**src/sv/tsg_pkg.sv**
```systemverilog
// Shared constants and controller/datapath interface types for the span generator.
`timescale 1ns / 1ps

package tsg_pkg;

	localparam int COORD_BITS = 12;
	localparam int FRAC_BITS  = 16;

	localparam int DIFF_W  = COORD_BITS + 1;
	localparam int NUM_W   = COORD_BITS + FRAC_BITS;
	localparam int SLOPE_W = NUM_W + 1;
	localparam int ACC_W   = COORD_BITS + FRAC_BITS + 2;
	localparam int CNT_W   = $clog2(NUM_W + 1);

	localparam logic OP_LOAD = 1'b0;
	localparam logic OP_SPAN = 1'b1;

	typedef enum logic [1:0] {
		DIV_SHORT,
		DIV_LONG,
		DIV_TAIL
	} div_sel_t;

	typedef struct packed {
		logic     load;
		logic     div_start;
		logic     span;
		div_sel_t div_sel;
	} dp_cmd_t;

	typedef struct packed {
		logic div_done;
		logic active;
	} dp_sts_t;

endpackage

```
**src/sv/triangle_scanline_span_generator.sv**
```systemverilog
// Top level of the triangle scanline span generator.
// A load item (operation 0) sorts the vertices by y and computes the short, long and
// tail edge slopes in turn on one shared bit-serial divider; no item is accepted until
// all of them are done. A step item (operation 1) yields one span, or nothing when no
// triangle is active; a pending unaccepted span holds it until the output side takes
// the earlier item. Row y1 is emitted twice, and the final span of the triangle carries
// span_last.
`timescale 1ns / 1ps

module triangle_scanline_span_generator import tsg_pkg::*; (
	input  logic                         clk,
	input  logic                         arst_n,
	input  logic                         in_valid,
	output logic                         in_ready,
	input  logic                         operation,
	input  logic signed [COORD_BITS-1:0] vertex_a_x,
	input  logic signed [COORD_BITS-1:0] vertex_a_y,
	input  logic signed [COORD_BITS-1:0] vertex_b_x,
	input  logic signed [COORD_BITS-1:0] vertex_b_y,
	input  logic signed [COORD_BITS-1:0] vertex_c_x,
	input  logic signed [COORD_BITS-1:0] vertex_c_y,
	output logic                         out_valid,
	input  logic                         out_ready,
	output logic signed [COORD_BITS-1:0] row_y,
	output logic signed [COORD_BITS-1:0] span_start_x,
	output logic signed [COORD_BITS-1:0] span_end_x,
	output logic                         span_last
);

	dp_cmd_t cmd;
	dp_sts_t sts;

	tsg_ctrl u_ctrl (
		.clk       (clk),
		.arst_n    (arst_n),
		.in_valid  (in_valid),
		.in_ready  (in_ready),
		.operation (operation),
		.out_valid (out_valid),
		.out_ready (out_ready),
		.cmd       (cmd),
		.sts       (sts)
	);

	tsg_datapath u_dp (
		.clk          (clk),
		.arst_n       (arst_n),
		.cmd          (cmd),
		.sts          (sts),
		.vertex_a_x   (vertex_a_x),
		.vertex_a_y   (vertex_a_y),
		.vertex_b_x   (vertex_b_x),
		.vertex_b_y   (vertex_b_y),
		.vertex_c_x   (vertex_c_x),
		.vertex_c_y   (vertex_c_y),
		.row_y        (row_y),
		.span_start_x (span_start_x),
		.span_end_x   (span_end_x),
		.span_last    (span_last)
	);

endmodule

```
**src/sv/tsg_div.sv**
```systemverilog
// Restoring divider for edge slopes, one quotient bit per cycle.
`timescale 1ns / 1ps

module tsg_div import tsg_pkg::*; (
	input  logic                      clk,
	input  logic                      arst_n,
	input  logic                      start,
	input  logic signed [DIFF_W-1:0]  dx,
	input  logic signed [DIFF_W-1:0]  dy,
	output logic                      done,
	output logic signed [SLOPE_W-1:0] quotient
);

	logic                  busy_q;
	logic                  done_q;
	logic [CNT_W-1:0]      cnt_q;
	logic [NUM_W-1:0]      num_q;
	logic [COORD_BITS-1:0] rem_q;
	logic [COORD_BITS-1:0] den_q;
	logic                  neg_q;
	logic                  zero_q;

	logic [DIFF_W-1:0]     dx_mag;
	logic [COORD_BITS:0]   rem_sh;
	logic [COORD_BITS:0]   rem_nx;
	logic                  fits;
	logic [SLOPE_W-1:0]    mag_ext;

	always_comb begin
		dx_mag  = dx[DIFF_W-1] ? -dx : dx;
		rem_sh  = {rem_q, num_q[NUM_W-1]};
		fits    = rem_sh >= {1'b0, den_q};
		rem_nx  = fits ? rem_sh - {1'b0, den_q} : rem_sh;
		mag_ext = {1'b0, num_q};
	end

	always_ff @(posedge clk or negedge arst_n) begin
		if (!arst_n) begin
			busy_q <= 1'b0;
			done_q <= 1'b0;
			cnt_q  <= '0;
		end else begin
			if (start) begin
				busy_q <= 1'b1;
				done_q <= 1'b0;
				cnt_q  <= CNT_W'(NUM_W);
			end else if (busy_q) begin
				cnt_q  <= cnt_q - 1'b1;
				done_q <= cnt_q == CNT_W'(1);
				if (cnt_q == CNT_W'(1)) begin
					busy_q <= 1'b0;
				end
			end else begin
				done_q <= 1'b0;
			end
		end
	end

	always_ff @(posedge clk) begin
		if (start) begin
			num_q  <= {dx_mag[COORD_BITS-1:0], {FRAC_BITS{1'b0}}};
			rem_q  <= '0;
			den_q  <= dy[COORD_BITS-1:0];
			neg_q  <= dx[DIFF_W-1];
			zero_q <= dy[DIFF_W-1] || (dy == '0);
		end else if (busy_q) begin
			num_q <= {num_q[NUM_W-2:0], fits};
			rem_q <= rem_nx[COORD_BITS-1:0];
		end
	end

	assign done     = done_q;
	assign quotient = zero_q ? '0 : (neg_q ? -mag_ext : mag_ext);

endmodule

```
**src/sv/tsg_datapath.sv**
```systemverilog
// Vertex sort, slope and accumulator registers, and the span output register.
`timescale 1ns / 1ps

module tsg_datapath import tsg_pkg::*; (
	input  logic                         clk,
	input  logic                         arst_n,
	input  dp_cmd_t                      cmd,
	output dp_sts_t                      sts,
	input  logic signed [COORD_BITS-1:0] vertex_a_x,
	input  logic signed [COORD_BITS-1:0] vertex_a_y,
	input  logic signed [COORD_BITS-1:0] vertex_b_x,
	input  logic signed [COORD_BITS-1:0] vertex_b_y,
	input  logic signed [COORD_BITS-1:0] vertex_c_x,
	input  logic signed [COORD_BITS-1:0] vertex_c_y,
	output logic signed [COORD_BITS-1:0] row_y,
	output logic signed [COORD_BITS-1:0] span_start_x,
	output logic signed [COORD_BITS-1:0] span_end_x,
	output logic                         span_last
);

	logic signed [COORD_BITS-1:0] vx_q [3];
	logic signed [COORD_BITS-1:0] vy_q [3];
	logic signed [SLOPE_W-1:0]    short_q;
	logic signed [SLOPE_W-1:0]    long_q;
	logic signed [SLOPE_W-1:0]    tail_q;
	logic signed [ACC_W-1:0]      start_acc_q;
	logic signed [ACC_W-1:0]      end_acc_q;
	logic signed [COORD_BITS-1:0] row_q;
	logic                         lower_q;
	logic                         active_q;

	logic signed [COORD_BITS-1:0] row_y_q;
	logic signed [COORD_BITS-1:0] start_x_q;
	logic signed [COORD_BITS-1:0] end_x_q;
	logic                         last_q;

	logic signed [COORD_BITS-1:0] sx [3];
	logic signed [COORD_BITS-1:0] sy [3];
	logic signed [DIFF_W-1:0]     div_dx;
	logic signed [DIFF_W-1:0]     div_dy;
	logic                         div_done;
	logic signed [SLOPE_W-1:0]    div_q;
	logic                         at_mid;
	logic                         at_end;
	logic signed [ACC_W-1:0]      short_ext;
	logic signed [ACC_W-1:0]      long_ext;

	function automatic logic signed [ACC_W-1:0] to_fixed(input logic signed [COORD_BITS-1:0] x);
		return {{2{x[COORD_BITS-1]}}, x, {FRAC_BITS{1'b0}}};
	endfunction

	function automatic logic signed [DIFF_W-1:0] diff(input logic signed [COORD_BITS-1:0] a,
			input logic signed [COORD_BITS-1:0] b);
		return {a[COORD_BITS-1], a} - {b[COORD_BITS-1], b};
	endfunction

	// Integer part truncated toward zero, wrapped to the coordinate width.
	function automatic logic signed [COORD_BITS-1:0] trunc_fixed(input logic signed [ACC_W-1:0] a);
		logic [ACC_W-1:0] ip;
		ip = a >>> FRAC_BITS;
		if (a[ACC_W-1] && (a[FRAC_BITS-1:0] != '0)) begin
			ip = ip + 1'b1;
		end
		return ip[COORD_BITS-1:0];
	endfunction

	// Three compare-and-swap steps: (a,b), (b,c), (a,b).
	always_comb begin
		logic signed [COORD_BITS-1:0] tx;
		logic signed [COORD_BITS-1:0] ty;
		tx = '0;
		ty = '0;
		sx[0] = vertex_a_x;
		sy[0] = vertex_a_y;
		sx[1] = vertex_b_x;
		sy[1] = vertex_b_y;
		sx[2] = vertex_c_x;
		sy[2] = vertex_c_y;
		if (sy[0] > sy[1]) begin
			tx = sx[0]; ty = sy[0];
			sx[0] = sx[1]; sy[0] = sy[1];
			sx[1] = tx; sy[1] = ty;
		end
		if (sy[1] > sy[2]) begin
			tx = sx[1]; ty = sy[1];
			sx[1] = sx[2]; sy[1] = sy[2];
			sx[2] = tx; sy[2] = ty;
		end
		if (sy[0] > sy[1]) begin
			tx = sx[0]; ty = sy[0];
			sx[0] = sx[1]; sy[0] = sy[1];
			sx[1] = tx; sy[1] = ty;
		end
	end

	always_comb begin
		case (cmd.div_sel)
			DIV_SHORT: begin
				div_dx = diff(vx_q[1], vx_q[0]);
				div_dy = diff(vy_q[1], vy_q[0]);
			end
			DIV_LONG: begin
				div_dx = diff(vx_q[2], vx_q[0]);
				div_dy = diff(vy_q[2], vy_q[0]);
			end
			default: begin
				div_dx = diff(vx_q[2], vx_q[1]);
				div_dy = diff(vy_q[2], vy_q[1]);
			end
		endcase
	end

	tsg_div u_div (
		.clk      (clk),
		.arst_n   (arst_n),
		.start    (cmd.div_start),
		.dx       (div_dx),
		.dy       (div_dy),
		.done     (div_done),
		.quotient (div_q)
	);

	always_comb begin
		at_mid    = row_q >= vy_q[1];
		at_end    = row_q >= vy_q[2];
		short_ext = {{(ACC_W - SLOPE_W){short_q[SLOPE_W-1]}}, short_q};
		long_ext  = {{(ACC_W - SLOPE_W){long_q[SLOPE_W-1]}}, long_q};
	end

	always_ff @(posedge clk or negedge arst_n) begin
		if (!arst_n) begin
			lower_q  <= 1'b0;
			active_q <= 1'b0;
		end else if (cmd.load) begin
			lower_q  <= 1'b0;
			active_q <= 1'b1;
		end else if (cmd.span) begin
			if (!lower_q) begin
				if (at_mid) begin
					lower_q <= 1'b1;
				end
			end else if (at_end) begin
				active_q <= 1'b0;
			end
		end
	end

	// At the middle vertex the long-edge accumulator already holds
	// x0 + long_slope * (y1 - y0), so only the short edge restarts.
	always_ff @(posedge clk) begin
		if (cmd.load) begin
			for (int i = 0; i < 3; i++) begin
				vx_q[i] <= sx[i];
				vy_q[i] <= sy[i];
			end
			start_acc_q <= to_fixed(sx[0]);
			end_acc_q   <= to_fixed(sx[0]);
			row_q       <= sy[0];
		end else if (div_done) begin
			case (cmd.div_sel)
				DIV_SHORT: short_q <= div_q;
				DIV_LONG:  long_q  <= div_q;
				default:   tail_q  <= div_q;
			endcase
		end else if (cmd.span) begin
			row_y_q   <= row_q;
			start_x_q <= trunc_fixed(start_acc_q);
			end_x_q   <= trunc_fixed(end_acc_q);
			last_q    <= lower_q && at_end;
			if (!lower_q && at_mid) begin
				row_q       <= vy_q[1];
				start_acc_q <= to_fixed(vx_q[1]);
				if (vy_q[2] > vy_q[1]) begin
					short_q <= tail_q;
				end
			end else if (!(lower_q && at_end)) begin
				row_q       <= row_q + 1'b1;
				start_acc_q <= start_acc_q + short_ext;
				end_acc_q   <= end_acc_q + long_ext;
			end
		end
	end

	assign sts.div_done = div_done;
	assign sts.active   = active_q;

	assign row_y        = row_y_q;
	assign span_start_x = start_x_q;
	assign span_end_x   = end_x_q;
	assign span_last    = last_q;

endmodule

```
**src/sv/tsg_ctrl.sv**
```systemverilog
// Controller state machine: item handshake, slope division sequence and output valid.
`timescale 1ns / 1ps

module tsg_ctrl import tsg_pkg::*; (
	input  logic    clk,
	input  logic    arst_n,
	input  logic    in_valid,
	output logic    in_ready,
	input  logic    operation,
	output logic    out_valid,
	input  logic    out_ready,
	output dp_cmd_t cmd,
	input  dp_sts_t sts
);

	typedef enum logic [1:0] {
		S_IDLE,
		S_DIV_GO,
		S_DIV_WAIT,
		S_SPAN
	} state_t;

	state_t   state_q;
	div_sel_t sel_q;
	logic     out_valid_q;
	logic     slot_free;

	always_comb begin
		slot_free     = !out_valid_q || out_ready;
		cmd.load      = (state_q == S_IDLE) && in_valid && (operation == OP_LOAD);
		cmd.div_start = state_q == S_DIV_GO;
		cmd.span      = (state_q == S_SPAN) && sts.active && slot_free;
		cmd.div_sel   = sel_q;
	end

	always_ff @(posedge clk or negedge arst_n) begin
		if (!arst_n) begin
			state_q     <= S_IDLE;
			sel_q       <= DIV_SHORT;
			out_valid_q <= 1'b0;
		end else begin
			if (cmd.span) begin
				out_valid_q <= 1'b1;
			end else if (out_valid_q && out_ready) begin
				out_valid_q <= 1'b0;
			end
			unique case (state_q)
				S_IDLE: begin
					if (in_valid) begin
						unique case (operation)
							OP_LOAD: begin
								state_q <= S_DIV_GO;
								sel_q   <= DIV_SHORT;
							end
							OP_SPAN: state_q <= S_SPAN;
						endcase
					end
				end
				S_DIV_GO: state_q <= S_DIV_WAIT;
				S_DIV_WAIT: begin
					if (sts.div_done) begin
						unique case (sel_q)
							DIV_SHORT: begin
								sel_q   <= DIV_LONG;
								state_q <= S_DIV_GO;
							end
							DIV_LONG: begin
								sel_q   <= DIV_TAIL;
								state_q <= S_DIV_GO;
							end
							default: state_q <= S_IDLE;
						endcase
					end
				end
				S_SPAN: begin
					if (!sts.active || slot_free) begin
						state_q <= S_IDLE;
					end
				end
				default: state_q <= S_IDLE;
			endcase
		end
	end

	assign in_ready  = state_q == S_IDLE;
	assign out_valid = out_valid_q;

`ifndef SYNTHESIS
	a_span_slot_free: assert property (@(posedge clk) disable iff (!arst_n)
		cmd.span |-> (!out_valid_q || out_ready))
		else $error("span written over an item not yet taken");

	a_done_in_wait: assert property (@(posedge clk) disable iff (!arst_n)
		sts.div_done |-> (state_q == S_DIV_WAIT))
		else $error("divider finished outside the wait state");

	a_load_starts_div: assert property (@(posedge clk) disable iff (!arst_n)
		(in_valid && in_ready && (operation == OP_LOAD)) |=>
		(state_q == S_DIV_GO && sel_q == DIV_SHORT))
		else $error("load item did not start the slope sequence");

	a_span_sets_valid: assert property (@(posedge clk) disable iff (!arst_n)
		cmd.span |=> out_valid_q)
		else $error("span produced without output valid");
`endif

endmodule

```
**config.mk**
```make
export PLATFORM = sky130hd
export DESIGN_NAME = triangle_scanline_span_generator
export DESIGN_NICKNAME = d
export VERILOG_FILES = /design/src/sv/tsg_pkg.sv /design/src/sv/triangle_scanline_span_generator.sv /design/src/sv/tsg_div.sv /design/src/sv/tsg_datapath.sv /design/src/sv/tsg_ctrl.sv
export SDC_FILE = /design/constraint.sdc
export NUM_CORES = 1
export LEC_CHECK = 0
export ABC_CLOCK_PERIOD_IN_PS = 13600
export BUFFER_PORTS_ARGS = -buffer_cell sky130_fd_sc_hd__buf_2
export CAP_MARGIN = 20
export CORE_AREA = 2 2 245 175
export CTS_BUF_LIST = sky130_fd_sc_hd__clkbuf_4 sky130_fd_sc_hd__clkbuf_8 sky130_fd_sc_hd__clkbuf_16
export CTS_CLUSTER_DIAMETER = 150
export DETAILED_ROUTE_END_ITERATION = 12
export DIE_AREA = 0 0 247 177
export PLACE_DENSITY = 0.79
export SLEW_MARGIN = 20
export SYNTH_ARGS = -nofsm -noshare
export SYNTH_HDL_FRONTEND = slang
export SYNTH_SLANG_ARGS = --single-unit
```
**constraint.sdc**
```tcl
create_clock -name clk -period 13.6 [get_ports clk]
set_input_delay 0.68 -clock clk [delete_from_list [all_inputs] [get_ports clk]]
set_output_delay 0.68 -clock clk [all_outputs]
set_load 0.02 [all_outputs]
```
# == After elaboration in Yosys (flattened, before gate mapping) ==
# Memory sizes are Yosys's and may differ from the RTL's.
# Cells that the tools add are included.
# totals
ramBits,72
inputBits,77
ff_bits,264
memories,2
# op_classes
reduce_logical,41
n_mux,66
n_addsub,15
n_lt_le_gt_ge,7
eq_ne,16
bitwise_logic,6
# memory_table
name,depth,width,read_ports,rd_ports_with_merged_regs,write_ports,line_no,source
u_dp.vx_q,3,12,3,0,3,tsg_datapath.sv:21,logic signed [COORD_BITS-1:0] vx_q [3];
u_dp.vy_q,3,12,3,0,3,tsg_datapath.sv:22,logic signed [COORD_BITS-1:0] vy_q [3];
# op_table
cell,count
$mux W30,10
$mux W29,7
$mux W24,6
$mux W12,9
$sub A12 B12 Y13,6
$add A30 B29 Y30,2
$mux W28,2
$pmux W13 S2,2
$gt A12 B12 Y1,4
$reduce_bool A16 Y1,2
$neg A28 Y29,1
$add A12 B2 Y12 const B,2
$ge A12 B12 Y1,2
$reduce_and A3 Y1,7
$mux W1,18
$reduce_bool A2 Y1,9
$ne A2 B2 Y1 const B,8
$ge A13 B12 Y1,1
$logic_not A13 Y1,1
$add A12 B1 Y12 const B,1
$mux W2,6
$neg A12 Y12,1
$pmux W2 S2,3
$sub A12 B12 Y12,1
other kinds (17),40

# == Depth between registers and ports, before layout ==
# An unclocked memory read counts as a cell.
# logic_depth
word_depth,8
mapped_depth,32
ltp_nobuf,29

# == By module ==
# From an unflattened synthesis, not the netlist that was laid out.
# hier_totals
cells_unflattened,2231
area_unflattened_um2,22217.6
# by_module_without_submodules
module,n_inst,seq_area_each_um2,area_per_inst_um2,cells_each
tsg_datapath,1,7777.5,18046.1,1770
tsg_div,1,1516.5,3873.7,428
tsg_ctrl,1,125.1,297.8,33

# == Worst setup path after synthesis ==
# Ideal clock, no wire load.
# synth_path
kind,input to register
from,input port vertex_b_y[5]
to,"register u_dp.end_acc_q[19], data pin"
path_slack_ps,6627
required_time_ps,13448
setup_ps,152
path_stages,32
t_arrival_ps,6820
cell_sequence,inv_1 ha_1 a21o_1 a21o_1 a21oi_1 o21ai_0 nor2_1 mux2_2 buf_4 mux2i_1 inv_1 ha_1 a21o_1 a21o_1 a21oi_1 o21ai_0 o31a_1 nand2_1 buf_2 mux2i_1 ha_1 a21oi_1 nor2_1 a2111oi_0 o211ai_1 a31oi_2 a21oi_1 mux2i_1 clkbuf_1 nor2_1 or4_1 o21ai_0
# synth_via
elab_chain_cells,7
word_cells_on_any_way,9
# synth_lines
element,line_no,source
"start, declared",triangle_scanline_span_generator.sv:19,"input logic signed [COORD_BITS-1:0] vertex_b_y,"
$gt A12 B12 Y1,tsg_datapath.sv:79,if (sy[0] > sy[1]) begin
$mux W24,tsg_datapath.sv:79,
$gt A12 B12 Y1,tsg_datapath.sv:84,if (sy[1] > sy[2]) begin
$mux W24,tsg_datapath.sv:84,
$gt A12 B12 Y1,tsg_datapath.sv:89,if (sy[0] > sy[1]) begin
$mux W24 *,tsg_datapath.sv:89,
$mux W30 *,tsg_datapath.sv:151,if (cmd.load) begin
"end signal, assigned",tsg_datapath.sv:157,end_acc_q <= to_fixed(sx[0]);
"end signal, assigned",tsg_datapath.sv:179,end_acc_q <= end_acc_q + long_ext;
"end, declared",tsg_datapath.sv:27,logic signed [ACC_W-1:0] end_acc_q;
# Every way passes the cells marked *; elsewhere a longest branch is shown, timed or not.
# A chain may end at the register's enable or synchronous reset.

# == Final worst setup path ==
# layout_path
from,input port vertex_b_y[5]
to,"register u_dp.start_acc_q[22], data pin"
# layout_via
elab_chain_cells,7
word_cells_on_any_way,9
# layout_lines
element,line_no,source
$gt A12 B12 Y1,tsg_datapath.sv:79,
$mux W24,tsg_datapath.sv:79,
$gt A12 B12 Y1,tsg_datapath.sv:84,
$mux W24,tsg_datapath.sv:84,
$gt A12 B12 Y1,tsg_datapath.sv:89,
$mux W24 *,tsg_datapath.sv:89,
$mux W30 *,tsg_datapath.sv:151,
"end signal, assigned",tsg_datapath.sv:156,start_acc_q <= to_fixed(sx[0]);
"end signal, assigned",tsg_datapath.sv:172,start_acc_q <= to_fixed(vx_q[1]);
"end signal, assigned",tsg_datapath.sv:178,start_acc_q <= start_acc_q + short_ext;
"end, declared",tsg_datapath.sv:26,logic signed [ACC_W-1:0] start_acc_q;
# Marked as above.

==> impl_metrics.yaml <==
critical_path:
  critPathMaxStageDelay_ps: 860
  timing.critical_path.required_ps: 13970
  cpMaxStageDelayCell: "mux2i_1"
  endpoint_kind: "flip-flop"
  worstSetupPathType: "in -> reg"
  path_max_fanout: 64
  cp_data_arrival_time_ps: 8520
  critical_path.startpoint_type: "input port"
cells_and_area:
  final_layout_size_suffix_gt1_share_pct: 12.3
  final-instance-count-excl-fill: 2919
  fill_cells: 3462
  area_overhead_of_the_layout_relative_to_synthesis_pct: 10.5
  post_layout_instance_area_um2: 24400
  layout.nets: 2608
  multi_input_comb_area_um2: 11900
  ff_latch_area_um2: 9420
logic_synthesis:
  async_reset_ff_share_pct: 4.17
  avgSynthCellArea_um2: 9.85
  ys_seq_area_share_pct: 42.6
  post_synth_instance_area_um2: 22100
  synth-warning-count: 0
  synth.ff_latch_count: 336
  synth-edff-count: 262
  synth_cells: 2244
  netlist-cell-type-count: 77
  postSynthNetCount: 2513
  synth_largest_type_area_fraction_pct: 35.6
  synth.largest_area_cell: "edfxtp_1"
  synth_ff_type: "edfxtp_1"
  ys_top_cells_by_area: "edfxtp_1 36%, ha_1 10%, dfxtp_1 5.4%, mux2i_1 4.4%, nor2_1 3.9%"
clock_tree:
  cts.hold.buffers_added: 0
  cts-root-to-sink-buffers: 3
  cts_tree: "built"
  worst_skew_pair.late_latency_ps: 540
  clk_pin_slew_worst_paths_ps: 60
  cts_inserted_buffers: 35
  cts.sinks: 336
  ctsHtreeMaxLevel: 2
  cts_root_buf: "clkbuf_16"
  cts.repair_timing.setup_buffer_count: 0
  ctsResizeCount: 0
sta:
  grt_setup_unrepaired: "false"
  min_period_over_period_pct: 59.9
  report.final.slew_viol_count: 0
  setup_viol_count_final: 0
  slew_headroom_pct: 27.4
  hold-worst-slack_ps: 61.8
  max_freq_mhz: 123
  finalClockSkew_ps: 29.9
  timing_worst_slew_pin_value_ps: 1060
  timing.final.hold_violations: 0
  final.setup.tns_ps: 0
  timing.final.crit_period_ps: 8150
power:
  pwr-share-clk_pct: 20.7
  design_power_total_mw: 4.72
  power.combinational.fraction_pct: 45.2
  vdd_ir_drop_max_mv: 0.104
  cell_internal_pwr_mw: 2.81
  p_per_area_nw_per_um2: 193
  switching_share_pct: 40.5
  switching_pwr_mw: 1.91
  seq_power_share_pct: 34.1
  power.leakage_nw: 10.2
status:
  run_status: "finished, final reports clean"
global_routing:
  grt_overflow: 0
  gr-usage-all-layers_pct: 27.9
  grt_start_max_net_pins: 65
  grt_antenna_before_repair: 2
  grt_pass1_wl_um: 94600
  grt_pass1_vias: 16662
drt:
  drt_first_pass_iters: 5
  drc_errors: 0
  via_count: 17927
  final_wl_um: 61200
  detail_route.wl_per_cell_um: 21.0
  antenna_violation_net_count_after_detailed_routing: 0
  routed_via_density: 6.14
  iteration_0_drc_count_of_the_detailed_router: 1985
placement:
  hpwl_um: 46600
  gpl.final_weighted_congestion: 1.02
  portBuffers: 115
  dpl.cell_count: 2854
  postPlaceCellArea_um2: 23200
die:
  floorplan.io_pins: 116
  die_area_um2: 43700
  start_util_pct: 53.2
  die_w_um: 247
  fp.dieH_um: 177
  core_region_area_um2: 41500
  rows: 63
worst_hold_path:
  worstHoldPathType: "in -> async"
flow_run:
  drv.max_cap_violation_count: 0
## critical path: cells and delay by family
kind / cells / cell delay [ps]
mux: 4 / 2140
compound gates: 13 / 2490
buf+inv: 3 / 630
simple gates: 7 / 1720
fa+ha+maj: 3 / 870
## placed cells by master (no fill, tap or decap), types with 23 or more instances in the layout
cell / instances
nor2_1: 226
o21ai_0: 130
inv_1: 150
xor2_1: 66
nor2b_1: 24
nand3_1: 49
nand2_1: 167
clkbuf_16: 37
dfxtp_1: 60
a211oi_1: 27
nor3_1: 35
nand4_1: 25
buf_2: 115
or3_1: 23
xnor2_1: 99
mux2_2: 56
a21o_1: 54
edfxtp_1: 262
a21oi_1: 148
ha_1: 185
mux2i_1: 97
## power by group through the flow
stage               registers (mW)  logic (mW)  clock network (mW)
floorplan                     1.56        1.58                   0
global placement              1.61        2.02                   0
detailed placement            1.62        2.08                   0
CTS                           1.60        2.10               0.987
global route                  1.63        2.37                1.03
finish                        1.61        2.13               0.976
## cell usage after synthesis, types with 35 or more instances
cell and instances:
ha_1 185, nand3_1 49, mux2_2 56, o21ai_0 130, nor3_1 35, nand2_1 168
mux2i_1 97, dfxtp_1 60, nor2_1 231, clkbuf_1 58, a21o_1 54, xnor2_1 99
inv_1 151, a21oi_1 148, edfxtp_1 262, xor2_1 66
## metrics by stage
step | setup WS, ps | utilization [%]
detailed placement | 4770 | 56.0
global route | 4950 | 58.8
global placement | 4880 | 55.9
CTS | 5300 | 58.8
finish | 5450 | 58.8
floorplan | 6630 | -
## flip-flops by register name, indices dropped and copies added, names as in the netlist, 2 cells and up
signal	flops
u_dp.u_div.cnt_q	5
u_dp.span_end_x	12
u_dp.u_div.num_q	28
u_ctrl.state_q	2
u_dp.short_q	29
u_dp.u_div.den_q	12
u_dp.vx_q	36
u_dp.row_y	12
u_dp.u_div.rem_q	12
u_dp.end_acc_q	30
u_dp.span_start_x	12
u_ctrl.sel_q	2
u_dp.long_q	29
u_dp.vy_q	36
u_dp.tail_q	29
u_dp.start_acc_q	30
u_dp.row_q	12
## kinds of logic (layout without fill, tap and decap cells)
family / after synthesis / count (layout) / share of synthesized area (%)
compound gates: 525 / 525 / 15.0
xor+xnor: 165 / 165 / 6.54
fa+ha+maj: 192 / 192 / 11.1
buf+inv: 227 / 349 / 3.94
flops: 336 / 336 / 42.6
mux: 153 / 153 / 7.25
other cells: 0 / 1 / 0
simple gates: 646 / 646 / 13.6
## worst paths after layout
path	start	end	slack [ps]	cells after the start
max in group asynchronous	arst_n	u_dp.u_div.busy_q	13220	1
hold / removal	arst_n	u_dp.u_div.cnt_q[3]	60	1
hold reg to reg	u_dp.end_acc_q[6]	u_dp.end_acc_q[6]	480	2
setup / recovery	vertex_b_y[5]	u_dp.start_acc_q[22]	5450	30
setup reg to reg	u_ctrl.sel_q[1]	u_dp.u_div.num_q[17]	8770	16
min in group clk	out_ready	u_ctrl.out_valid	440	3
## layer usage
metal / share of wire (%) / GRT usage (%) / vias to the layer above
met1: 47 / 43.9 / 8541
met3: 12 / 6.29 / 102
met2: 39 / 38.6 / 929
li1: - / - / 8355
met4: 1.9 / 6.02 / 0
met5: 0 / 0 / -
## final cells by class
class                           count  share of cell area (%)
Multi-Input combinational cell   1681                    48.6
Sequential cell                   336                    38.6
Clock buffer                       53                    4.41
Timing Repair Buffer              132                    2.88
Tap cell                          552                    2.83
Inverter                          153                    2.36
Clock inverter                     11                   0.394
Antenna cell                        1                  0.0102
Note: power is estimated with default switching activity, not from simulation.
